**src/rtl/core/modbus_frame_length_crc_checker_top_assert.svh**
```systemverilog
// Assertion macros for the modbus frame checker.
// Included by the modules that carry concurrent checks; no other dependencies.
`ifndef MODBUS_FRAME_LENGTH_CRC_CHECKER_TOP_ASSERT_SVH
`define MODBUS_FRAME_LENGTH_CRC_CHECKER_TOP_ASSERT_SVH

// Same-cycle implication, disabled during reset.
`define MFCC_ASSERT_NOW(label, clk, rst, ante, cons) \
  label: assert property (@(posedge clk) disable iff (rst) (ante) |-> (cons)) \
    else $error("mfcc check failed");

// Next-cycle implication, disabled during reset.
`define MFCC_ASSERT_NEXT(label, clk, rst, ante, cons) \
  label: assert property (@(posedge clk) disable iff (rst) (ante) |=> (cons)) \
    else $error("mfcc check failed");

`endif

```
**src/rtl/core/mfcc_pkg.sv**
```systemverilog
// Shared types, codes and the CRC-16/MODBUS byte update for the frame checker.
// No dependencies.
package mfcc_pkg;

  localparam int unsigned CountW = 17;

  typedef enum logic [2:0] {
    ST_NEED_MORE = 3'd0,
    ST_FRAME_OK  = 3'd1,
    ST_CRC_ERROR = 3'd2,
    ST_HEARTBEAT = 3'd3,
    ST_REG_OK    = 3'd4,
    ST_REG_BAD   = 3'd5
  } status_t;

  typedef enum logic [1:0] {
    KIND_RTU_DATA   = 2'd0,
    KIND_RTU_EXC    = 2'd1,
    KIND_WRITE_ECHO = 2'd2,
    KIND_TCP        = 2'd3
  } kind_t;

  typedef struct packed {
    logic [7:0] data_byte;
    logic       frame_start;
  } item_t;

  typedef struct packed {
    status_t           status;
    logic [CountW-1:0] bytes_needed;
    kind_t             frame_kind;
  } res_t;

  localparam logic [CountW-1:0] COUNT_MAX = '1;
  localparam logic [CountW-1:0] REG_SIZE  = 17'd19;
  localparam logic [31:0]       TAG_REG   = 32'h4854_4C5A;  // "HTLZ"
  localparam logic [7:0]        HB_0      = 8'h4C;          // "LZH"
  localparam logic [7:0]        HB_1      = 8'h5A;
  localparam logic [7:0]        HB_2      = 8'h48;
  localparam logic [7:0]        FN_WRITE_COIL = 8'h05;
  localparam logic [7:0]        FN_WRITE_REG  = 8'h06;
  localparam logic [7:0]        FN_EXC_BASE   = 8'h80;
  localparam logic [15:0]       CRC_INIT  = 16'hFFFF;
  localparam logic [15:0]       CRC_POLY  = 16'hA001;

  // Reflected CRC-16/MODBUS, one byte (eight shift steps).
  function automatic logic [15:0] crc_byte(input logic [15:0] crc_in, input logic [7:0] b);
    logic [15:0] c;
    c = crc_in ^ {8'h00, b};
    for (int i = 0; i < 8; i++) begin
      if (c[0]) begin
        c = (c >> 1) ^ CRC_POLY;
      end else begin
        c = c >> 1;
      end
    end
    return c;
  endfunction

endpackage

```
**src/rtl/core/mfcc_channels.sv**
```systemverilog
// Channel interfaces for the frame checker: byte in, verdict out, mode write.
// Depends on mfcc_pkg.
interface mfcc_in_if;
  logic       valid;
  logic       ready;
  logic [7:0] data_byte;
  logic       frame_start;
  modport source (output valid, output data_byte, output frame_start, input ready);
  modport sink   (input valid, input data_byte, input frame_start, output ready);
endinterface

interface mfcc_out_if;
  logic              valid;
  logic              ready;
  mfcc_pkg::status_t status;
  logic [16:0]       bytes_needed;
  mfcc_pkg::kind_t   frame_kind;
  modport source (output valid, output status, output bytes_needed, output frame_kind,
                  input ready);
  modport sink   (input valid, input status, input bytes_needed, input frame_kind,
                  output ready);
endinterface

interface mfcc_cfg_if;
  logic valid;
  logic ready;
  logic registration_mode;
  modport source (output valid, output registration_mode, input ready);
  modport sink   (input valid, input registration_mode, output ready);
endinterface

```
**src/rtl/core/modbus_frame_length_crc_checker_top.sv**
```systemverilog
// Top level of the modbus frame length / CRC checker.
// Depends on mfcc_pkg, mfcc_channels, mfcc_core and the assertion macro header.
//
//   channel | dir | payload                                  | request
//   --------+-----+------------------------------------------+------------------------
//   rx      | in  | data_byte[7:0], frame_start               | one received byte
//   result  | out | status[2:0], bytes_needed[16:0], frame_kind | verdict for that byte
//   cfg     | in  | registration_mode                         | mode register write
//
// One request per clock sustained while result.ready stays high; every byte yields exactly one result.
// Each byte passes the input register, then classify/CRC into the result register.
// The per-byte CRC-16 update and the length compares sit between those two registers.
// rst is synchronous: frame state clears, CRC goes to 0xFFFF, mode goes to message mode.
// A stalled result holds the output register; the input register keeps one more byte,
// and rx.ready drops only when both are full and result.ready is low.
`include "modbus_frame_length_crc_checker_top_assert.svh"

module modbus_frame_length_crc_checker_top (
  input  logic         clk,
  input  logic         rst,
  mfcc_in_if.sink      rx,
  mfcc_out_if.source   result,
  mfcc_cfg_if.sink     cfg
);

  // Mode register, always ready; writes must arrive only while idle, which the block does not enforce.
  logic registration_mode;

  assign cfg.ready = 1'b1;

  always_ff @(posedge clk) begin
    if (rst) begin
      registration_mode <= 1'b0;
    end else if (cfg.valid) begin
      registration_mode <= cfg.registration_mode;
    end
  end

  // Input register stage.
  logic            s1_valid;
  mfcc_pkg::item_t s1_item;

  // Output register stage.
  logic            out_valid;
  mfcc_pkg::res_t  out_res;

  mfcc_pkg::res_t  core_res;
  logic            advance;   // s1 byte is classified and moves into the result register
  logic            rx_take;

  assign advance   = s1_valid && (!out_valid || result.ready);
  assign rx.ready  = !s1_valid || advance;
  assign rx_take   = rx.valid && rx.ready;

  always_ff @(posedge clk) begin
    if (rst) begin
      s1_valid <= 1'b0;
    end else if (rx_take) begin
      s1_valid <= 1'b1;
    end else if (advance) begin
      s1_valid <= 1'b0;
    end
  end

  always_ff @(posedge clk) begin
    if (rx_take) begin
      s1_item.data_byte   <= rx.data_byte;
      s1_item.frame_start <= rx.frame_start;
    end
  end

  // Frame state updates only when a byte leaves s1, keeping state in byte order.
  mfcc_core u_core (
    .clk               (clk),
    .rst               (rst),
    .step              (advance),
    .item              (s1_item),
    .registration_mode (registration_mode),
    .res               (core_res)
  );

  always_ff @(posedge clk) begin
    if (rst) begin
      out_valid <= 1'b0;
    end else if (advance) begin
      out_valid <= 1'b1;
    end else if (result.ready) begin
      out_valid <= 1'b0;
    end
  end

  always_ff @(posedge clk) begin
    if (advance) begin
      out_res <= core_res;
    end
  end

  assign result.valid        = out_valid;
  assign result.status       = out_res.status;
  assign result.bytes_needed = out_res.bytes_needed;
  assign result.frame_kind   = out_res.frame_kind;

  // A final verdict never carries a remaining byte count, and need-more always does.
  `MFCC_ASSERT_NOW(a_verdict_no_need, clk, rst,
    out_valid && out_res.status != mfcc_pkg::ST_NEED_MORE, out_res.bytes_needed == '0)
  `MFCC_ASSERT_NOW(a_need_nonzero, clk, rst,
    out_valid && out_res.status == mfcc_pkg::ST_NEED_MORE, out_res.bytes_needed != '0)
  // Heartbeat and registration verdicts report the default frame kind, KIND_RTU_DATA.
  `MFCC_ASSERT_NOW(a_kind_on_tagged, clk, rst,
    out_valid && (out_res.status == mfcc_pkg::ST_HEARTBEAT ||
    out_res.status == mfcc_pkg::ST_REG_OK || out_res.status == mfcc_pkg::ST_REG_BAD),
    out_res.frame_kind == mfcc_pkg::KIND_RTU_DATA)

endmodule

```
**src/rtl/core/mfcc_core.sv**
```systemverilog
// Per-frame state (count, header, CRC, tag window) and byte classification.
// Depends on mfcc_pkg and the assertion macro header.
`include "modbus_frame_length_crc_checker_top_assert.svh"

module mfcc_core (
  input  logic            clk,
  input  logic            rst,
  input  logic            step,
  input  mfcc_pkg::item_t item,
  input  logic            registration_mode,
  output mfcc_pkg::res_t  res
);

  localparam int unsigned CW = mfcc_pkg::CountW;

  logic [CW-1:0] byte_count;
  logic [7:0]    header_bytes [6];
  logic [15:0]   crc_accum;
  logic [31:0]   tag_window;
  logic          tag_repeated;

  logic [CW-1:0] cnt_base, byte_count_next;
  logic [15:0]   crc_base, crc_accum_next;
  logic [31:0]   win_base, tag_window_next;
  logic          rep_base, tag_repeated_next;
  logic [7:0]    hdr_next [6];
  logic [CW-1:0] rtu_total, tcp_total;

  // frame_start wipes the running frame before this byte lands
  always_comb begin
    cnt_base = item.frame_start ? '0 : byte_count;
    crc_base = item.frame_start ? mfcc_pkg::CRC_INIT : crc_accum;
    win_base = item.frame_start ? '0 : tag_window;
    rep_base = item.frame_start ? 1'b0 : tag_repeated;
    for (int i = 0; i < 6; i++) begin
      hdr_next[i] = (cnt_base == CW'(i)) ? item.data_byte : header_bytes[i];
    end
    byte_count_next   = (cnt_base == mfcc_pkg::COUNT_MAX) ? cnt_base : cnt_base + 1'b1;
    crc_accum_next    = mfcc_pkg::crc_byte(crc_base, item.data_byte);
    tag_window_next   = {win_base[23:0], item.data_byte};
    tag_repeated_next = rep_base |
                        ((byte_count_next >= CW'(8)) && (tag_window_next == mfcc_pkg::TAG_REG));
  end

  always_ff @(posedge clk) begin
    if (rst) begin
      byte_count   <= '0;
      crc_accum    <= mfcc_pkg::CRC_INIT;
      tag_window   <= '0;
      tag_repeated <= 1'b0;
    end else if (step) begin
      byte_count   <= byte_count_next;
      crc_accum    <= crc_accum_next;
      tag_window   <= tag_window_next;
      tag_repeated <= tag_repeated_next;
    end
  end

  always_ff @(posedge clk) begin
    if (step) begin
      for (int i = 0; i < 6; i++) begin
        header_bytes[i] <= hdr_next[i];
      end
    end
  end

  assign rtu_total = CW'({1'b0, hdr_next[2]}) + CW'(5);
  assign tcp_total = CW'(6) + CW'({hdr_next[4], hdr_next[5]});

  always_comb begin
    res.status       = mfcc_pkg::ST_NEED_MORE;
    res.bytes_needed = '0;
    res.frame_kind   = mfcc_pkg::KIND_RTU_DATA;
    if (registration_mode) begin
      if (byte_count_next < mfcc_pkg::REG_SIZE) begin
        res.bytes_needed = mfcc_pkg::REG_SIZE - byte_count_next;
      end else if ({hdr_next[0], hdr_next[1], hdr_next[2], hdr_next[3]} == mfcc_pkg::TAG_REG
                   && !tag_repeated_next) begin
        res.status = mfcc_pkg::ST_REG_OK;
      end else begin
        res.status = mfcc_pkg::ST_REG_BAD;
      end
    end else if (byte_count_next < CW'(3)) begin
      res.bytes_needed = CW'(3) - byte_count_next;
    end else if (hdr_next[0] == mfcc_pkg::HB_0 && hdr_next[1] == mfcc_pkg::HB_1 &&
                 hdr_next[2] == mfcc_pkg::HB_2) begin
      res.status = mfcc_pkg::ST_HEARTBEAT;
    end else if (hdr_next[1] == mfcc_pkg::FN_WRITE_COIL ||
                 hdr_next[1] == mfcc_pkg::FN_WRITE_REG) begin
      res.frame_kind = mfcc_pkg::KIND_WRITE_ECHO;
      if (byte_count_next < CW'(8)) begin
        res.bytes_needed = CW'(8) - byte_count_next;
      end else begin
        res.status = mfcc_pkg::ST_FRAME_OK;
      end
    end else if (hdr_next[2] != 8'h00) begin
      if (hdr_next[1] > mfcc_pkg::FN_EXC_BASE) begin
        res.frame_kind = mfcc_pkg::KIND_RTU_EXC;
        if (byte_count_next < CW'(5)) begin
          res.bytes_needed = CW'(5) - byte_count_next;
        end else if (byte_count_next == CW'(5) && crc_accum_next == 16'h0000) begin
          res.status = mfcc_pkg::ST_FRAME_OK;
        end else begin
          res.status = mfcc_pkg::ST_CRC_ERROR;  // bad CRC or overlong exception
        end
      end else if (byte_count_next < rtu_total) begin
        res.bytes_needed = rtu_total - byte_count_next;
      end else begin
        res.status = (crc_accum_next == 16'h0000) ? mfcc_pkg::ST_FRAME_OK
                                                  : mfcc_pkg::ST_CRC_ERROR;
      end
    end else begin
      res.frame_kind = mfcc_pkg::KIND_TCP;
      if (byte_count_next < CW'(7)) begin
        res.bytes_needed = CW'(7) - byte_count_next;
      end else if (byte_count_next < tcp_total) begin
        res.bytes_needed = tcp_total - byte_count_next;
      end else begin
        res.status = mfcc_pkg::ST_FRAME_OK;
      end
    end
  end

  `MFCC_ASSERT_NEXT(a_start_count_one, clk, rst, step && item.frame_start, byte_count == CW'(1))
  `MFCC_ASSERT_NEXT(a_idle_count_holds, clk, rst, !step, $stable(byte_count))
  `MFCC_ASSERT_NEXT(a_start_clears_tag, clk, rst, step && item.frame_start, !tag_repeated)

endmodule
```
**src/flat_wrapper.sv**
```systemverilog
// flat-port wrapper written by rule: the top's interface ports become plain ports
module modbus_frame_length_crc_checker_top_flat 
  (clk, rst, rx_valid, rx_data_byte, rx_frame_start, rx_ready, result_valid, result_status, result_bytes_needed, result_frame_kind, result_ready, cfg_valid, cfg_registration_mode, cfg_ready);
  mfcc_in_if rx_i ();
  mfcc_out_if result_i ();
  mfcc_cfg_if cfg_i ();
  input  logic clk;
  input  logic rst;
  input wire logic [$bits(rx_i.valid)-1:0] rx_valid;
  input wire logic [$bits(rx_i.data_byte)-1:0] rx_data_byte;
  input wire logic [$bits(rx_i.frame_start)-1:0] rx_frame_start;
  output wire logic [$bits(rx_i.ready)-1:0] rx_ready;
  output wire logic [$bits(result_i.valid)-1:0] result_valid;
  output wire logic [$bits(result_i.status)-1:0] result_status;
  output wire logic [$bits(result_i.bytes_needed)-1:0] result_bytes_needed;
  output wire logic [$bits(result_i.frame_kind)-1:0] result_frame_kind;
  input wire logic [$bits(result_i.ready)-1:0] result_ready;
  input wire logic [$bits(cfg_i.valid)-1:0] cfg_valid;
  input wire logic [$bits(cfg_i.registration_mode)-1:0] cfg_registration_mode;
  output wire logic [$bits(cfg_i.ready)-1:0] cfg_ready;
  assign rx_i.valid = rx_valid;
  assign rx_i.data_byte = rx_data_byte;
  assign rx_i.frame_start = rx_frame_start;
  assign rx_ready = rx_i.ready;
  assign result_valid = result_i.valid;
  assign result_status = result_i.status;
  assign result_bytes_needed = result_i.bytes_needed;
  assign result_frame_kind = result_i.frame_kind;
  assign result_i.ready = result_ready;
  assign cfg_i.valid = cfg_valid;
  assign cfg_i.registration_mode = cfg_registration_mode;
  assign cfg_ready = cfg_i.ready;
  modbus_frame_length_crc_checker_top u_core (.clk(clk), .rst(rst), .rx(rx_i), .result(result_i), .cfg(cfg_i));
endmodule
```
**config.mk**
```make
export PLATFORM = sky130hd
export DESIGN_NAME = modbus_frame_length_crc_checker_top_flat
export DESIGN_NICKNAME = d
export VERILOG_FILES = /design/src/rtl/core/mfcc_pkg.sv /design/src/rtl/core/mfcc_channels.sv /design/src/rtl/core/modbus_frame_length_crc_checker_top.sv /design/src/rtl/core/mfcc_core.sv /design/src/flat_wrapper.sv
export VERILOG_INCLUDE_DIRS = /design/src /design/src/rtl/core
export SDC_FILE = /design/constraint.sdc
export NUM_CORES = 1
export LEC_CHECK = 0
export BUFFER_PORTS_ARGS = -buffer_cell sky130_fd_sc_hd__buf_2
export CAP_MARGIN = 20
export CORE_AREA = 10 10 145 147
export CTS_BUF_LIST = sky130_fd_sc_hd__clkbuf_8
export DETAILED_ROUTE_END_ITERATION = 10
export DIE_AREA = 0 0 155 157
export PLACE_DENSITY = 0.78
export SLEW_MARGIN = 20
export SYNTH_ARGS = -nofsm -noshare
export SYNTH_HDL_FRONTEND = slang
export SYNTH_SLANG_ARGS = --single-unit
```
**constraint.sdc**
```tcl
create_clock -name clk -period 5.3 [get_ports clk]
set_input_delay 0 -clock clk [delete_from_list [all_inputs] [get_ports clk]]
set_output_delay 0 -clock clk [all_outputs]
set_load 0.1 [all_outputs]
```
Word-level counts from Yosys, hierarchy flattened --
Memory sizes are Yosys's and may differ from the RTL's. Cells that the tools add are included.
Storage, ports and cells: register bits 92, RAM bits 48, input bits 15, output and inout bits 25, word-level logic and storage cells 126, memories kept 1
Memories:
- u_core.u_core.header_bytes | depth 6, bits a word 8, rd ports 6, clocked after memory_dff 0, write ports 6, line mfcc_core.sv:17 | logic [7:0] header_bytes [6];
Cells by class: add/subtract/negate cells 10, $lt $le $gt $ge 9, equal/unequal tests 14, mux-type cells 49, bitwise operators 10, reduce and logical (&&, ||, !) cells 20
Operator list (number):
- 17-bit 2-to-1 mux | 9
- 16-bit 2-to-1 mux | 9
- 32-bit by 31-bit == test with 1-bit output, second input constant | 2
- 17-bit by 3-bit == test with 1-bit output, second input constant | 3
- 8-bit 2-to-1 mux | 6
- 22-bit 2-to-1 mux | 2
- 20-bit 2-to-1 mux | 2
- 17-bit by 2-bit == test with 1-bit output, second input constant | 2
- 17-bit by 3-bit less-than comparator with 1-bit output, second input constant | 2
- 3-bit by 17-bit subtractor with 17-bit output, first input constant | 2
- 8-bit by 7-bit == test with 1-bit output, second input constant | 3
- 24-bit 2-to-1 mux | 1
- 2-bit NOT with 3-bit output | 8
- 19-bit 2-to-1 mux | 1
- 17-bit by 1-bit adder with 17-bit output, second input constant | 1
- 3-bit by 16-bit adder with 17-bit output, first input constant | 1
- 17-bit by 1-bit == test with 1-bit output, second input constant | 1
- 17-bit == test, second input constant | 1
- 17-bit by 4-bit >= comparator with 1-bit output, second input constant | 1
- 17-bit zero test | 1
- 17-bit less-than comparator | 1
- 17-bit by 2-bit less-than comparator with 1-bit output, second input constant | 1
- 17-bit by 4-bit less-than comparator with 1-bit output, second input constant | 1
- 17-bit by 5-bit less-than comparator with 1-bit output, second input constant | 1
- other kinds (22) | 50

Logic depth before layout (Yosys ltp) --
Gate-level depths: netlist (run 1).
depth in word-level cells 28, mapped depth 26, gate-level depth less buffers 21

Modules after synthesis --
From an unflattened synthesis (run 1), not the netlist that was laid out.
Unflattened totals: cells, all modules 1036, area total of the unflattened synthesis 9385.3 µm²
Modules (own cells, without submodules):
- mfcc_core | instances 1, cells each 990, area each 8305.5 µm², seq. area each 2602.5 µm²
- modbus_frame_length_crc_checker_top | instances 1, cells each 46, area each 1079.8 µm², seq. area each 991.0 µm²

Least setup slack after synthesis (run 1) --
Ideal clock, no wire load.
kind flip-flop to flip-flop, start point reg u_core.s1_item[0] (netlist name), end point reg u_core.out_res, in the netlist u_core.result.bytes_needed[2], data pin, library setup time 0.277 ns, arrival time 5.048 ns, required time 5.023 ns, slack -0.025 ns, cell stages (with the launch flop) 22, path buffers 4, clock period less this slack 5.325 ns, path through edfxtp_1 > buf_6 > inv_1 > clkbuf_1 > clkbuf_1 > nand2_1 > inv_1 > ha_1 > buf_2 > nand2_1 > nor2_2 > mux2i_1 > ha_1 > nor2b_1 > o211ai_1 > nand3_1 > a221oi_1 > nor4_1 > nor2_1 > nor3_1 > o311ai_0 > o211ai_1
RTL lines:
- start, declared | line modbus_frame_length_crc_checker_top.sv:41 | mfcc_pkg::item_t s1_item;
- end signal, assigned | line modbus_frame_length_crc_checker_top.sv:94 | out_res <= core_res;
- end, declared | line modbus_frame_length_crc_checker_top.sv:45 | mfcc_pkg::res_t out_res;

==> results of run 1 <==
-- area by class of cell --
class                   instances  area [µm²]
well taps                     234         293
clock buffers                  17         234
fillers                      1582        7460
flip-flops and latches        140        3590
clock inverters                15         174
inverters                      42         160
repair buffers                 93         638
multi-input cells             831        5780
-- kinds of logic (layout without fill, tap and decap cells) --
group / after synthesis / in the layout / synth area share
compound gates: 227 / 227 / 0.161
xor+xnor: 80 / 80 / 0.0720
fa+ha+maj: 46 / 46 / 0.0607
buf+inv: 97 / 167 / 0.0407
flops: 140 / 140 / 0.369
mux: 56 / 56 / 0.0617
other cells: 1 / 1 / 0.000385
simple gates: 421 / 421 / 0.234
-- where the power goes --
part	internal (mW)	switching, mW	total (mW)
Clock	0.463	0.463	0.926
Sequential	1.21	0.0350	1.25
Combinational	0.272	0.506	0.778
-- cells in the final DEF, fill, tap and decap left out, types with 11 or more instances in the layout --
master and count:
sky130_fd_sc_hd__nor2_1 114, sky130_fd_sc_hd__o211ai_1 12, sky130_fd_sc_hd__nor4_1 18, sky130_fd_sc_hd__nand4_1 18, sky130_fd_sc_hd__clkbuf_8 17, sky130_fd_sc_hd__a211oi_1 17
sky130_fd_sc_hd__buf_4 41, sky130_fd_sc_hd__xor2_1 19, sky130_fd_sc_hd__dfxtp_1 61, sky130_fd_sc_hd__o21ai_0 21, sky130_fd_sc_hd__dlygate4sd3_1 14, sky130_fd_sc_hd__nand2_1 91
sky130_fd_sc_hd__nor3_1 30, sky130_fd_sc_hd__edfxtp_1 79, sky130_fd_sc_hd__mux2_2 32, sky130_fd_sc_hd__mux2i_1 23, sky130_fd_sc_hd__xnor2_1 61, sky130_fd_sc_hd__a21oi_1 82
sky130_fd_sc_hd__a21o_1 11, sky130_fd_sc_hd__ha_1 44, sky130_fd_sc_hd__buf_2 38, sky130_fd_sc_hd__and3_1 24, sky130_fd_sc_hd__nand3_1 22, sky130_fd_sc_hd__nor2b_1 15
sky130_fd_sc_hd__inv_1 41, sky130_fd_sc_hd__a31oi_1 11
-- final timing paths --
| kind | start | endpoint | slack [ns] | cells past startpoint |
|---|---|---|---|---|
| worst max-delay path | u_core.s1_item[0] | u_core.result.bytes_needed[16] | 0.42 | 22 |
| worst min-delay path | rst | u_core.result.valid | 0.19 | 2 |
| worst max register to register | u_core.s1_item[0] | u_core.result.bytes_needed[16] | 0.42 | 22 |
| worst min register to register | u_core.u_core.tag_window[3] | u_core.u_core.tag_window[3] | 0.47 | 2 |
-- registers in the layout, summed over array words and instances (netlist names) --
signal,count
u_core.registration_mode,1
u_core.result.frame_kind,2
u_core.result.status,3
u_core.u_core.byte_count,17
u_core.s1_valid,1
u_core.u_core.tag_repeated,1
u_core.u_core.tag_window,24
u_core.result.valid,1
u_core.u_core.crc_accum,16
u_core.result.bytes_needed,17
u_core.s1_item,9
u_core.u_core.header_bytes,48
-- stage by stage --
stage,setup WS [ns],area (µm²)
after global routing,0.0383,10900
after detailed placement,0.0494,10300
after global placement,0.226,10300
final,0.418,10900
after floorplan,0.194,9740
after CTS,0.00115,10800
-- layer usage --
layer	part of all wire	wire length, µm
met5	0	0
met2	0.46	12400
met4	0.036	973
met3	0.073	1990
met1	0.44	11900
-- timing repair --
item                                    in CTS  in global routing
resized for setup                            0                  8
endpoints found under the hold margin       12                  0
buffers inserted                             0                  1
hold buffers                                14                  0
endpoints found under the setup margin       0                 17
==> flow_metrics.tcl, run 1 <==
set metrics [dict create \
    outcome "complete, no violations" \
    cts_inserted_buffers 17 \
    area_growth_pct 11.7 \
    number_of_global_route_vias_before_repair 8057 \
    diodes 0 \
    finish.cell_count_without_fillers 1372 \
    cts_tree "done" \
    route.vias.total 8526 \
    cts_buffer_depth 2 \
    place.gp.congestion 1.04 \
    wire_per_inst_um 19.9 \
    finish.net_count 1186 \
    powerDensity_mw_per_mm2 271 \
    worst-setup-path-type "reg2reg" \
    post_route_cells_drive_above_1_share 0.163 \
    synthesis.area_per_instance_um2 9.12 \
    met3_usage 0.0529 \
    crit_path_start_kind "register" \
    final_count_of_hold_timing_violations 0 \
    synth.most_common_cell "sky130_fd_sc_hd__nor2_1" \
    worst_ep_required_time_ns 5.54 \
    tightestPinTransition_ns 1.12 \
    unrepaired_setup_endpoints_after_global_routing "false" \
    clock_insertion_delay_worst_skew_ns 0.49 \
    core.rowCount 50 \
    syn_nets 1129 \
    worstHoldPathType "in2reg" \
    tns_ns 0 \
    synth-warning-count 0 \
    floorplan.initialDensity 0.531 \
    cp_max_fo 11 \
    leakage_power_total_nw 4.22 \
    arrival_ns 5.12 \
    async_reset_ff_frac 0 \
    ctsRootBufferMaster "sky130_fd_sc_hd__clkbuf_8" \
    clk_pin_slew_ns 0.09 \
    timing.critical_path.cells "inv_1 -> buf_4 -> nand2_1 -> inv_1 -> ha_1 -> nand2_1 -> nor2_2 -> xor2_1 -> and2_1 -> inv_1 -> ha_1 -> inv_1 -> fa_1 -> a21o_1 -> a2111o_1 -> nand2_1 -> o311a_1 -> a221oi_1 -> a31oi_1 -> xnor2_1 -> a21oi_1 -> o21ai_1" \
    gr-usage-met2 0.349 \
    post_synth_most_frequent_cells "116 x sky130_fd_sc_hd__nor2_1, 92 x sky130_fd_sc_hd__nand2_1, 82 x sky130_fd_sc_hd__a21oi_1" \
    floorplan.die_area_mm2 0.0243 \
    grt_first_pass_wirelength_um 43200 \
    globalRouteTotalUtil 0.222 \
    met1_usage 0.285 \
    synth_area_leaders "sky130_fd_sc_hd__edfxtp_1 24%, sky130_fd_sc_hd__dfxtp_1 13%, sky130_fd_sc_hd__ha_1 5.7%" \
    dpl.cell_count 1325 \
    timing.clock.skew_ns 0.0154 \
    grt_max_degree 62 \
    overall_routed_net_length_um 27300 \
    worst_ir_drop_vdd_mv 0.168 \
    number_of_synthesized_register_bits 140 \
    h-tree-depth 4 \
    worst_path_max_delay_cell "sky130_fd_sc_hd__edfxtp_1" \
    gr-total-overflow 0 \
    fp.coreArea_mm2 0.0183 \
    synth_seq_area_share 0.369 \
    route.detailed.drc 0 \
    achievable_frequency_mhz 205 \
    cp_num_buf_inv 5 \
    grt-busiest-layer "met2" \
    ys_types 98 \
    ant_nets 0 \
    total_design_power_mw 2.95 \
    max-slew-margin-rel 0.255 \
    synth_top_area_frac 0.244 \
    crit_path_max_incr_delay_ns 0.43 \
    dieWidth_um 155 \
    period_share 0.921 \
    timing.critical_path.max_delay_family "compound AO/OA/AOI/OAI gates" \
    synth-edff-count 79 \
    instance_count_of_the_mapped_netlist 1068 \
    finish.utilization 0.593 \
    synth-main-ff-cell "sky130_fd_sc_hd__edfxtp_1" \
    grt_antenna_before_repair 0 \
    final.hold.worst_slack_ns 0.185 \
    layout_min_cycle_time_ns 4.88 \
    synth.cell_area_mm2 0.00974 \
    detailed_place_hpwl_um 19800 \
    setup_viol 0 \
    avgViaCountPerCell 6.21 \
    maxCapViolations 0 \
    slew_violations 0 \
    cts.sinks 140 \
    detail_route.first_pass.iterations 5 \
    drc_violation_total_after_the_first_tritonroute_iteration 1008 \
    die_h_um 157 \
    setup.worst_path.end_class "register" \
    netlist.top_cell.by_area "sky130_fd_sc_hd__edfxtp_1" \
    ios 40 \
    portBuffers 38 \
    critPathMostFrequentCell "sky130_fd_sc_hd__inv_1" \
]
Power figures use the tool's default switching activity.
==> run 2, diff against run 1 <==
--- a/config.mk
+++ b/config.mk
@@ -6,12 +6,13 @@
 export SDC_FILE = /design/constraint.sdc
 export NUM_CORES = 1
 export LEC_CHECK = 0
+export ABC_AREA = 1
 export BUFFER_PORTS_ARGS = -buffer_cell sky130_fd_sc_hd__buf_2
 export CAP_MARGIN = 20
-export CORE_AREA = 10 10 145 147
+export CORE_AREA = 10 10 147 149
 export CTS_BUF_LIST = sky130_fd_sc_hd__clkbuf_8
 export DETAILED_ROUTE_END_ITERATION = 10
-export DIE_AREA = 0 0 155 157
+export DIE_AREA = 0 0 157 159
 export PLACE_DENSITY = 0.78
 export SLEW_MARGIN = 20
 export SYNTH_ARGS = -nofsm -noshare
==> flow_metrics.tcl, run 2 <==
set metrics [dict create \
    regArea_mm2 0.00359 \
    place_area_mm2 0.0105 \
    period_share 0.947 \
    cts_inserted_buffers 17 \
    dieWidth_um 157 \
    tns_ns 0 \
    synth.most_common_cell "sky130_fd_sc_hd__nand2_1" \
    tightestPinTransition_ns 0.991 \
    number_of_global_route_vias_before_repair 8972 \
    worst-setup-path-type "reg2reg" \
    layout_top_registers "u_core.u_core.header_bytes (48), u_core.u_core.tag_window (24)" \
    multi_input_area_mm2 0.00559 \
    finalInstanceArea_mm2 0.0113 \
    synth_area_leaders "sky130_fd_sc_hd__edfxtp_1 24%, sky130_fd_sc_hd__nand2_1 13%, sky130_fd_sc_hd__dfxtp_1 12%" \
    synth-main-ff-cell "sky130_fd_sc_hd__edfxtp_1" \
    achievable_frequency_mhz 199 \
    syn_nets 1471 \
    route.detailed.drc 0 \
    worstHoldPathType "in2reg" \
    clock_insertion_delay_worst_skew_ns 0.48 \
    ctsRootBufferMaster "sky130_fd_sc_hd__clkbuf_8" \
    route.vias.total 9814 \
    fill_cells 1695 \
    powerDensity_mw_per_mm2 269 \
    detailed_place_hpwl_um 23300 \
    fp.coreArea_mm2 0.0186 \
    worst_ep_required_time_ns 5.50 \
    clk_pin_slew_ns 0.10 \
    instance_count_of_the_mapped_netlist 1410 \
    layout.cells.most_common_list "350 x sky130_fd_sc_hd__nand2_1, 187 x sky130_fd_sc_hd__inv_1, 120 x sky130_fd_sc_hd__nor2_1, 99 x sky130_fd_sc_hd__nand3_1, 92 x sky130_fd_sc_hd__a21oi_1" \
    largest_register_ff_count 48 \
    timing.clock.skew_ns 0.0202 \
    arrival_ns 5.22 \
    ios 40 \
    finish.utilization 0.606 \
    detail_route.first_pass.iterations 6 \
    async_reset_ff_frac 0 \
    setup.worst_path.end_class "register" \
    leakage_power_total_nw 5.32 \
    cts_tree "done" \
    layout_min_cycle_time_ns 5.02 \
    synth_seq_area_share 0.358 \
    grt_antenna_before_repair 0 \
    cts.sinks 140 \
    synthesis.area_per_instance_um2 7.11 \
    worst_path_max_delay_cell "sky130_fd_sc_hd__edfxtp_1" \
    h-tree-depth 4 \
    ant_nets 0 \
    place.gp.congestion 1.01 \
    worst_slack_ns 0.282 \
    grt_first_pass_wirelength_um 48400 \
    synth-edff-count 79 \
    finish.cell_count_without_fillers 1737 \
    cts_buffer_depth 2 \
    gr-total-overflow 0 \
    setup_ws_pre_cts_ns 0.0165 \
    slew_violations 0 \
    netlist.top_cell.by_area "sky130_fd_sc_hd__edfxtp_1" \
    final_common_cell "sky130_fd_sc_hd__nand2_1" \
    synth-warning-count 0 \
    core.rowCount 50 \
    post_route_cells_drive_above_1_share 0.128 \
    floorplan.die_area_mm2 0.0250 \
    cp_max_fo 7 \
    max-slew-margin-rel 0.339 \
    setup_viol 0 \
    overall_routed_net_length_um 31000 \
    floorplan.initialDensity 0.540 \
    avgViaCountPerCell 5.65 \
    grt_max_degree 91 \
    largest_register "u_core.u_core.header_bytes" \
    final_count_of_hold_timing_violations 0 \
    number_of_synthesized_register_bits 140 \
    synth.cell_area_mm2 0.0100 \
    area_growth_pct 12.4 \
    post_synth_most_frequent_cells "352 x sky130_fd_sc_hd__nand2_1, 188 x sky130_fd_sc_hd__inv_1, 126 x sky130_fd_sc_hd__nor2_1" \
    portBuffers 38 \
    worst_ir_drop_vdd_mv 0.169 \
    timing.reg2reg.setup_slack_ns 0.28 \
    diodes 0 \
    drc_violation_total_after_the_first_tritonroute_iteration 1164 \
    ys_types 51 \
    finish.net_count 1551 \
    outcome "complete, no violations" \
    dpl.cell_count 1670 \
    crit_path_start_kind "register" \
    synth_top_area_frac 0.237 \
    globalRouteTotalUtil 0.243 \
    wire_per_inst_um 17.8 \
    die_h_um 159 \
    crit_path_max_incr_delay_ns 0.45 \
    critPathMostFrequentCell "sky130_fd_sc_hd__nand2_1" \
    maxCapViolations 0 \
]
[run 2: power by group]
group | leakage (nW) | switching [mW] | internal [mW]
clock | 0.195 | 0.465 | 0.351
sequential | 1.25 | 0.0441 | 1.23
combinational | 3.87 | 0.659 | 0.283
[run 2: layout make-up]
type / count / share of cell area
Tap cell: 234 / 0.0260
Clock buffer: 19 / 0.0232
Multi-Input combinational cell: 1031 / 0.496
Inverter: 203 / 0.0684
Timing Repair inverter: 1 / 0.000444
Sequential cell: 140 / 0.319
Clock inverter: 13 / 0.00766
Timing Repair Buffer: 96 / 0.0592
[run 2: worst paths after layout]
check	cells past startpoint	endpoint	startpoint
hold / removal	2	u_core.registration_mode	rst
setup / recovery	28	u_core.result.bytes_needed[5]	u_core.s1_item[0]
hold reg to reg	2	u_core.u_core.tag_window[20]	u_core.u_core.tag_window[20]
setup reg to reg	28	u_core.result.bytes_needed[5]	u_core.s1_item[0]
[run 2: per-layer routing]
| metal | global-route usage | vias up | wire length (µm) |
|---|---|---|---|
| met3 | 0.0407 | 60 | 2610 |
| met4 | 0.0742 | 0 | 796 |
| met2 | 0.377 | 434 | 14200 |
| li1 | - | 4804 | - |
| met5 | 0 | - | 0 |
| met1 | 0.338 | 4516 | 13400 |
[run 2: worst max-delay path, delay by kind of cell (launching register included)]
family                     cells  cell delay, ns
and+or+nand+nor               20            2.82
buffers and inverters          5            0.76
DFF                            1            0.45
adders and majority gates      1            0.36
AOI/OAI and AO/OA              2            0.31
[run 2: stage by stage]
stage / hold slack (ns) / power [mW]
2_1_floorplan: 0.0989 / 1.96
3_3_place_gp: 0.177 / 2.17
3_5_place_dp: 0.178 / 2.17
4_1_cts: 0.0892 / 2.98
5_1_grt: 0.114 / 3.17
6_report: 0.0713 / 3.03
[run 2: kinds of logic (layout without fill, tap and decap cells)]
logic type | after synthesis | after routing | share of synthesized area
compound gates | 234 | 234 | 0.125
xor+xnor | 67 | 67 | 0.0585
fa+ha+maj | 46 | 46 | 0.0589
buf+inv | 240 | 332 | 0.0956
flops | 140 | 140 | 0.358
other cells | 1 | 1 | 0.000374
simple gates | 682 | 683 | 0.304
[run 2: what timing repair did]
action                                 4_1_cts  5_1_grt
endpoints found under the hold margin       12        0
setup endpoints to repair                    0       18
resized for setup                            0       33
hold buffers                                15        0
setup buffers                                0       18
==> run 3, diff against run 2 <==
--- a/config.mk
+++ b/config.mk
@@ -9,11 +9,11 @@
 export ABC_AREA = 1
 export BUFFER_PORTS_ARGS = -buffer_cell sky130_fd_sc_hd__buf_2
 export CAP_MARGIN = 20
-export CORE_AREA = 10 10 147 149
+export CORE_AREA = 10 10 149 151
 export CTS_BUF_LIST = sky130_fd_sc_hd__clkbuf_8
 export DETAILED_ROUTE_END_ITERATION = 10
-export DIE_AREA = 0 0 157 159
-export PLACE_DENSITY = 0.78
+export DIE_AREA = 0 0 159 161
+export PLACE_DENSITY = 0.76
 export SLEW_MARGIN = 20
 export SYNTH_ARGS = -nofsm -noshare
 export SYNTH_HDL_FRONTEND = slang
==> flow_metrics.tcl, run 3 (synthesized netlist as in run 2, its figures left out) <==
set metrics [dict create \
    outcome "complete, no violations" \
    route.detailed.drc 0 \
    max-slew-margin-rel 0.466 \
    worstHoldPathType "in2reg" \
    grt_first_pass_wirelength_um 48000 \
    cp_max_fo 8 \
    setup.worst_path.end_class "register" \
    cts_buffer_depth 2 \
    finalInstanceArea_mm2 0.0114 \
    leakage_power_total_nw 5.34 \
    clk_pin_slew_ns 0.09 \
    core.rowCount 51 \
    cts.sinks 140 \
    timing.clock.skew_ns 0.0142 \
    detail_route.first_pass.iterations 6 \
    grt_antenna_before_repair 0 \
    detailed_place_hpwl_um 23100 \
    final.hold.worst_slack_ns 0.0626 \
    setup_viol 0 \
    dpl.cell_count 1702 \
    largest_register_ff_count 48 \
    worst_setup_path_endpoint "u_core.result.status[0]" \
    layout_top_registers "u_core.u_core.header_bytes (48), u_core.u_core.tag_window (24)" \
    floorplan.initialDensity 0.522 \
    avgViaCountPerCell 5.62 \
    clock_insertion_delay_worst_skew_ns 0.47 \
    fill_cells 1800 \
    floorplan.die_area_mm2 0.0256 \
    slew_violations 0 \
    finish.net_count 1548 \
    ctsRootBufferMaster "sky130_fd_sc_hd__clkbuf_8" \
    area_growth_pct 13.5 \
    worstRegToRegCells 24 \
    destination_of_the_worst_register_to_register_timing_path "u_core.result.status[0]" \
    die_h_um 161 \
    worst_ep_required_time_ns 5.51 \
    maxCapViolations 0 \
    period_share 0.938 \
    number_of_global_route_vias_before_repair 9028 \
    cts_inserted_buffers 17 \
    layout_min_cycle_time_ns 4.97 \
    layout.cells.most_common_list "348 x sky130_fd_sc_hd__nand2_1, 186 x sky130_fd_sc_hd__inv_1, 122 x sky130_fd_sc_hd__nor2_1, 97 x sky130_fd_sc_hd__nand3_1, 93 x sky130_fd_sc_hd__a21oi_1" \
    setup.worst_path.start "u_core.s1_item[0]" \
    achievable_frequency_mhz 201 \
    h-tree-depth 4 \
    worst_ir_drop_vdd_mv 0.198 \
    reg2reg_from "u_core.s1_item[0]" \
    grt_max_degree 101 \
    diodes 0 \
    powerDensity_mw_per_mm2 281 \
    tightestPinTransition_ns 0.801 \
    dieWidth_um 159 \
    final_count_of_hold_timing_violations 0 \
    final_common_cell "sky130_fd_sc_hd__nand2_1" \
    cts_tree "done" \
    fp.coreArea_mm2 0.0192 \
    largest_register "u_core.u_core.header_bytes" \
    place.gp.congestion 0.998 \
    finish.cell_count_without_fillers 1765 \
    arrival_ns 5.18 \
    crit_path_start_kind "register" \
    gr-total-overflow 0 \
    post_route_cells_drive_above_1_share 0.127 \
    portBuffers 38 \
    ant_nets 0 \
    worst-setup-path-type "reg2reg" \
    ios 40 \
    wire_per_inst_um 17.7 \
    place_area_mm2 0.0106 \
    route.vias.total 9926 \
    overall_routed_net_length_um 31300 \
    timing.reg2reg.setup_slack_ns 0.33 \
    drc_violation_total_after_the_first_tritonroute_iteration 1114 \
    globalRouteTotalUtil 0.234 \
]
run 3: cell count changes in the layout (fill, tap and decap cells not counted), moves of 3 or more:
cell / change
sky130_fd_sc_hd__bufinv_16: +3
sky130_fd_sc_hd__inv_4: -5
sky130_fd_sc_hd__inv_8: +6
sky130_fd_sc_hd__nand2_2: +3
sky130_fd_sc_hd__nor3_2: -3
run 3: worst max-delay path: stages (launching register included):
cell	delay, ns
sky130_fd_sc_hd__edfxtp_1	0.44
sky130_fd_sc_hd__buf_6	0.17
sky130_fd_sc_hd__nor2_1	0.19
sky130_fd_sc_hd__ha_1	0.25
sky130_fd_sc_hd__nand2_1	0.10
sky130_fd_sc_hd__nor2_2	0.22
sky130_fd_sc_hd__nand2_1	0.10
sky130_fd_sc_hd__nor2_1	0.25
sky130_fd_sc_hd__nand2_1	0.14
sky130_fd_sc_hd__buf_4	0.19
sky130_fd_sc_hd__nand2_2	0.20
sky130_fd_sc_hd__inv_1	0.15
sky130_fd_sc_hd__buf_4	0.21
sky130_fd_sc_hd__ha_1	0.38
sky130_fd_sc_hd__nand3_1	0.10
sky130_fd_sc_hd__nand2_1	0.11
sky130_fd_sc_hd__a31oi_1	0.14
sky130_fd_sc_hd__o21ai_1	0.24
sky130_fd_sc_hd__nand3_1	0.10
sky130_fd_sc_hd__nand2_1	0.17
sky130_fd_sc_hd__nand3_1	0.20
sky130_fd_sc_hd__nand2_1	0.15
sky130_fd_sc_hd__nor2_1	0.06
sky130_fd_sc_hd__o31ai_1	0.36
sky130_fd_sc_hd__nand2_1	0.11
run 3: per-stage QoR:
stage / TNS, ns / setup WS (ns) / util / power [mW]
final: 0 / 0.329 / 0.593 / 3.20
after detailed placement: 0 / 0.139 / 0.550 / 2.18
after global routing: -0.395 / -0.121 / 0.593 / 3.34
after floorplan: 0 / 0.321 / - / 1.96
after CTS: 0 / 0.123 / 0.580 / 3.15
after global placement: 0 / 0.257 / 0.550 / 2.17
run 3: how the worst min path moves through the flow:
stage                                to  depth (start not counted)             from  slack (ns)
6_report       u_core.registration_mode                          3              rst        0.06
5_1_grt        u_core.registration_mode                          3              rst        0.08
4_1_cts        u_core.registration_mode                          3              rst        0.06
3_5_place_dp          u_core.s1_item[5]                          1  rx_data_byte[4]        0.18
3_3_place_gp          u_core.s1_item[7]                          1  rx_data_byte[6]        0.18
2_1_floorplan         u_core.s1_item[0]                          0   rx_frame_start         0.1
run 3: what timing repair did:
action,4_1_cts,5_1_grt
buffers inserted,0,16
resized for setup,0,35
hold buffers,14,0
endpoints found under the setup margin,0,18
endpoints found under the hold margin,12,0
run 3: metal layers:
metal	GRT usage	up-vias	wire, µm
met5	0	-	0
met4	0.0842	0	1080
met3	0.0491	76	2750
met2	0.364	456	13800
met1	0.315	4587	13700
li1	-	4807	-
run 3: where the power goes:
| group | internal [mW] | switching, mW | leakage (nW) |
|---|---|---|---|
| Sequential | 1.23 | 0.0420 | 1.25 |
| Combinational | 0.284 | 0.663 | 3.86 |
| Clock | 0.486 | 0.494 | 0.222 |
run 3: layout make-up:
class,instances,area (µm²),area share
clock inverters,15,203,0.0178
multi-input cells,1031,5600,0.492
inverters,203,776,0.0681
well taps,265,332,0.0291
clock buffers,17,234,0.0205
repair buffers,94,649,0.0570
flip-flops and latches,140,3590,0.316
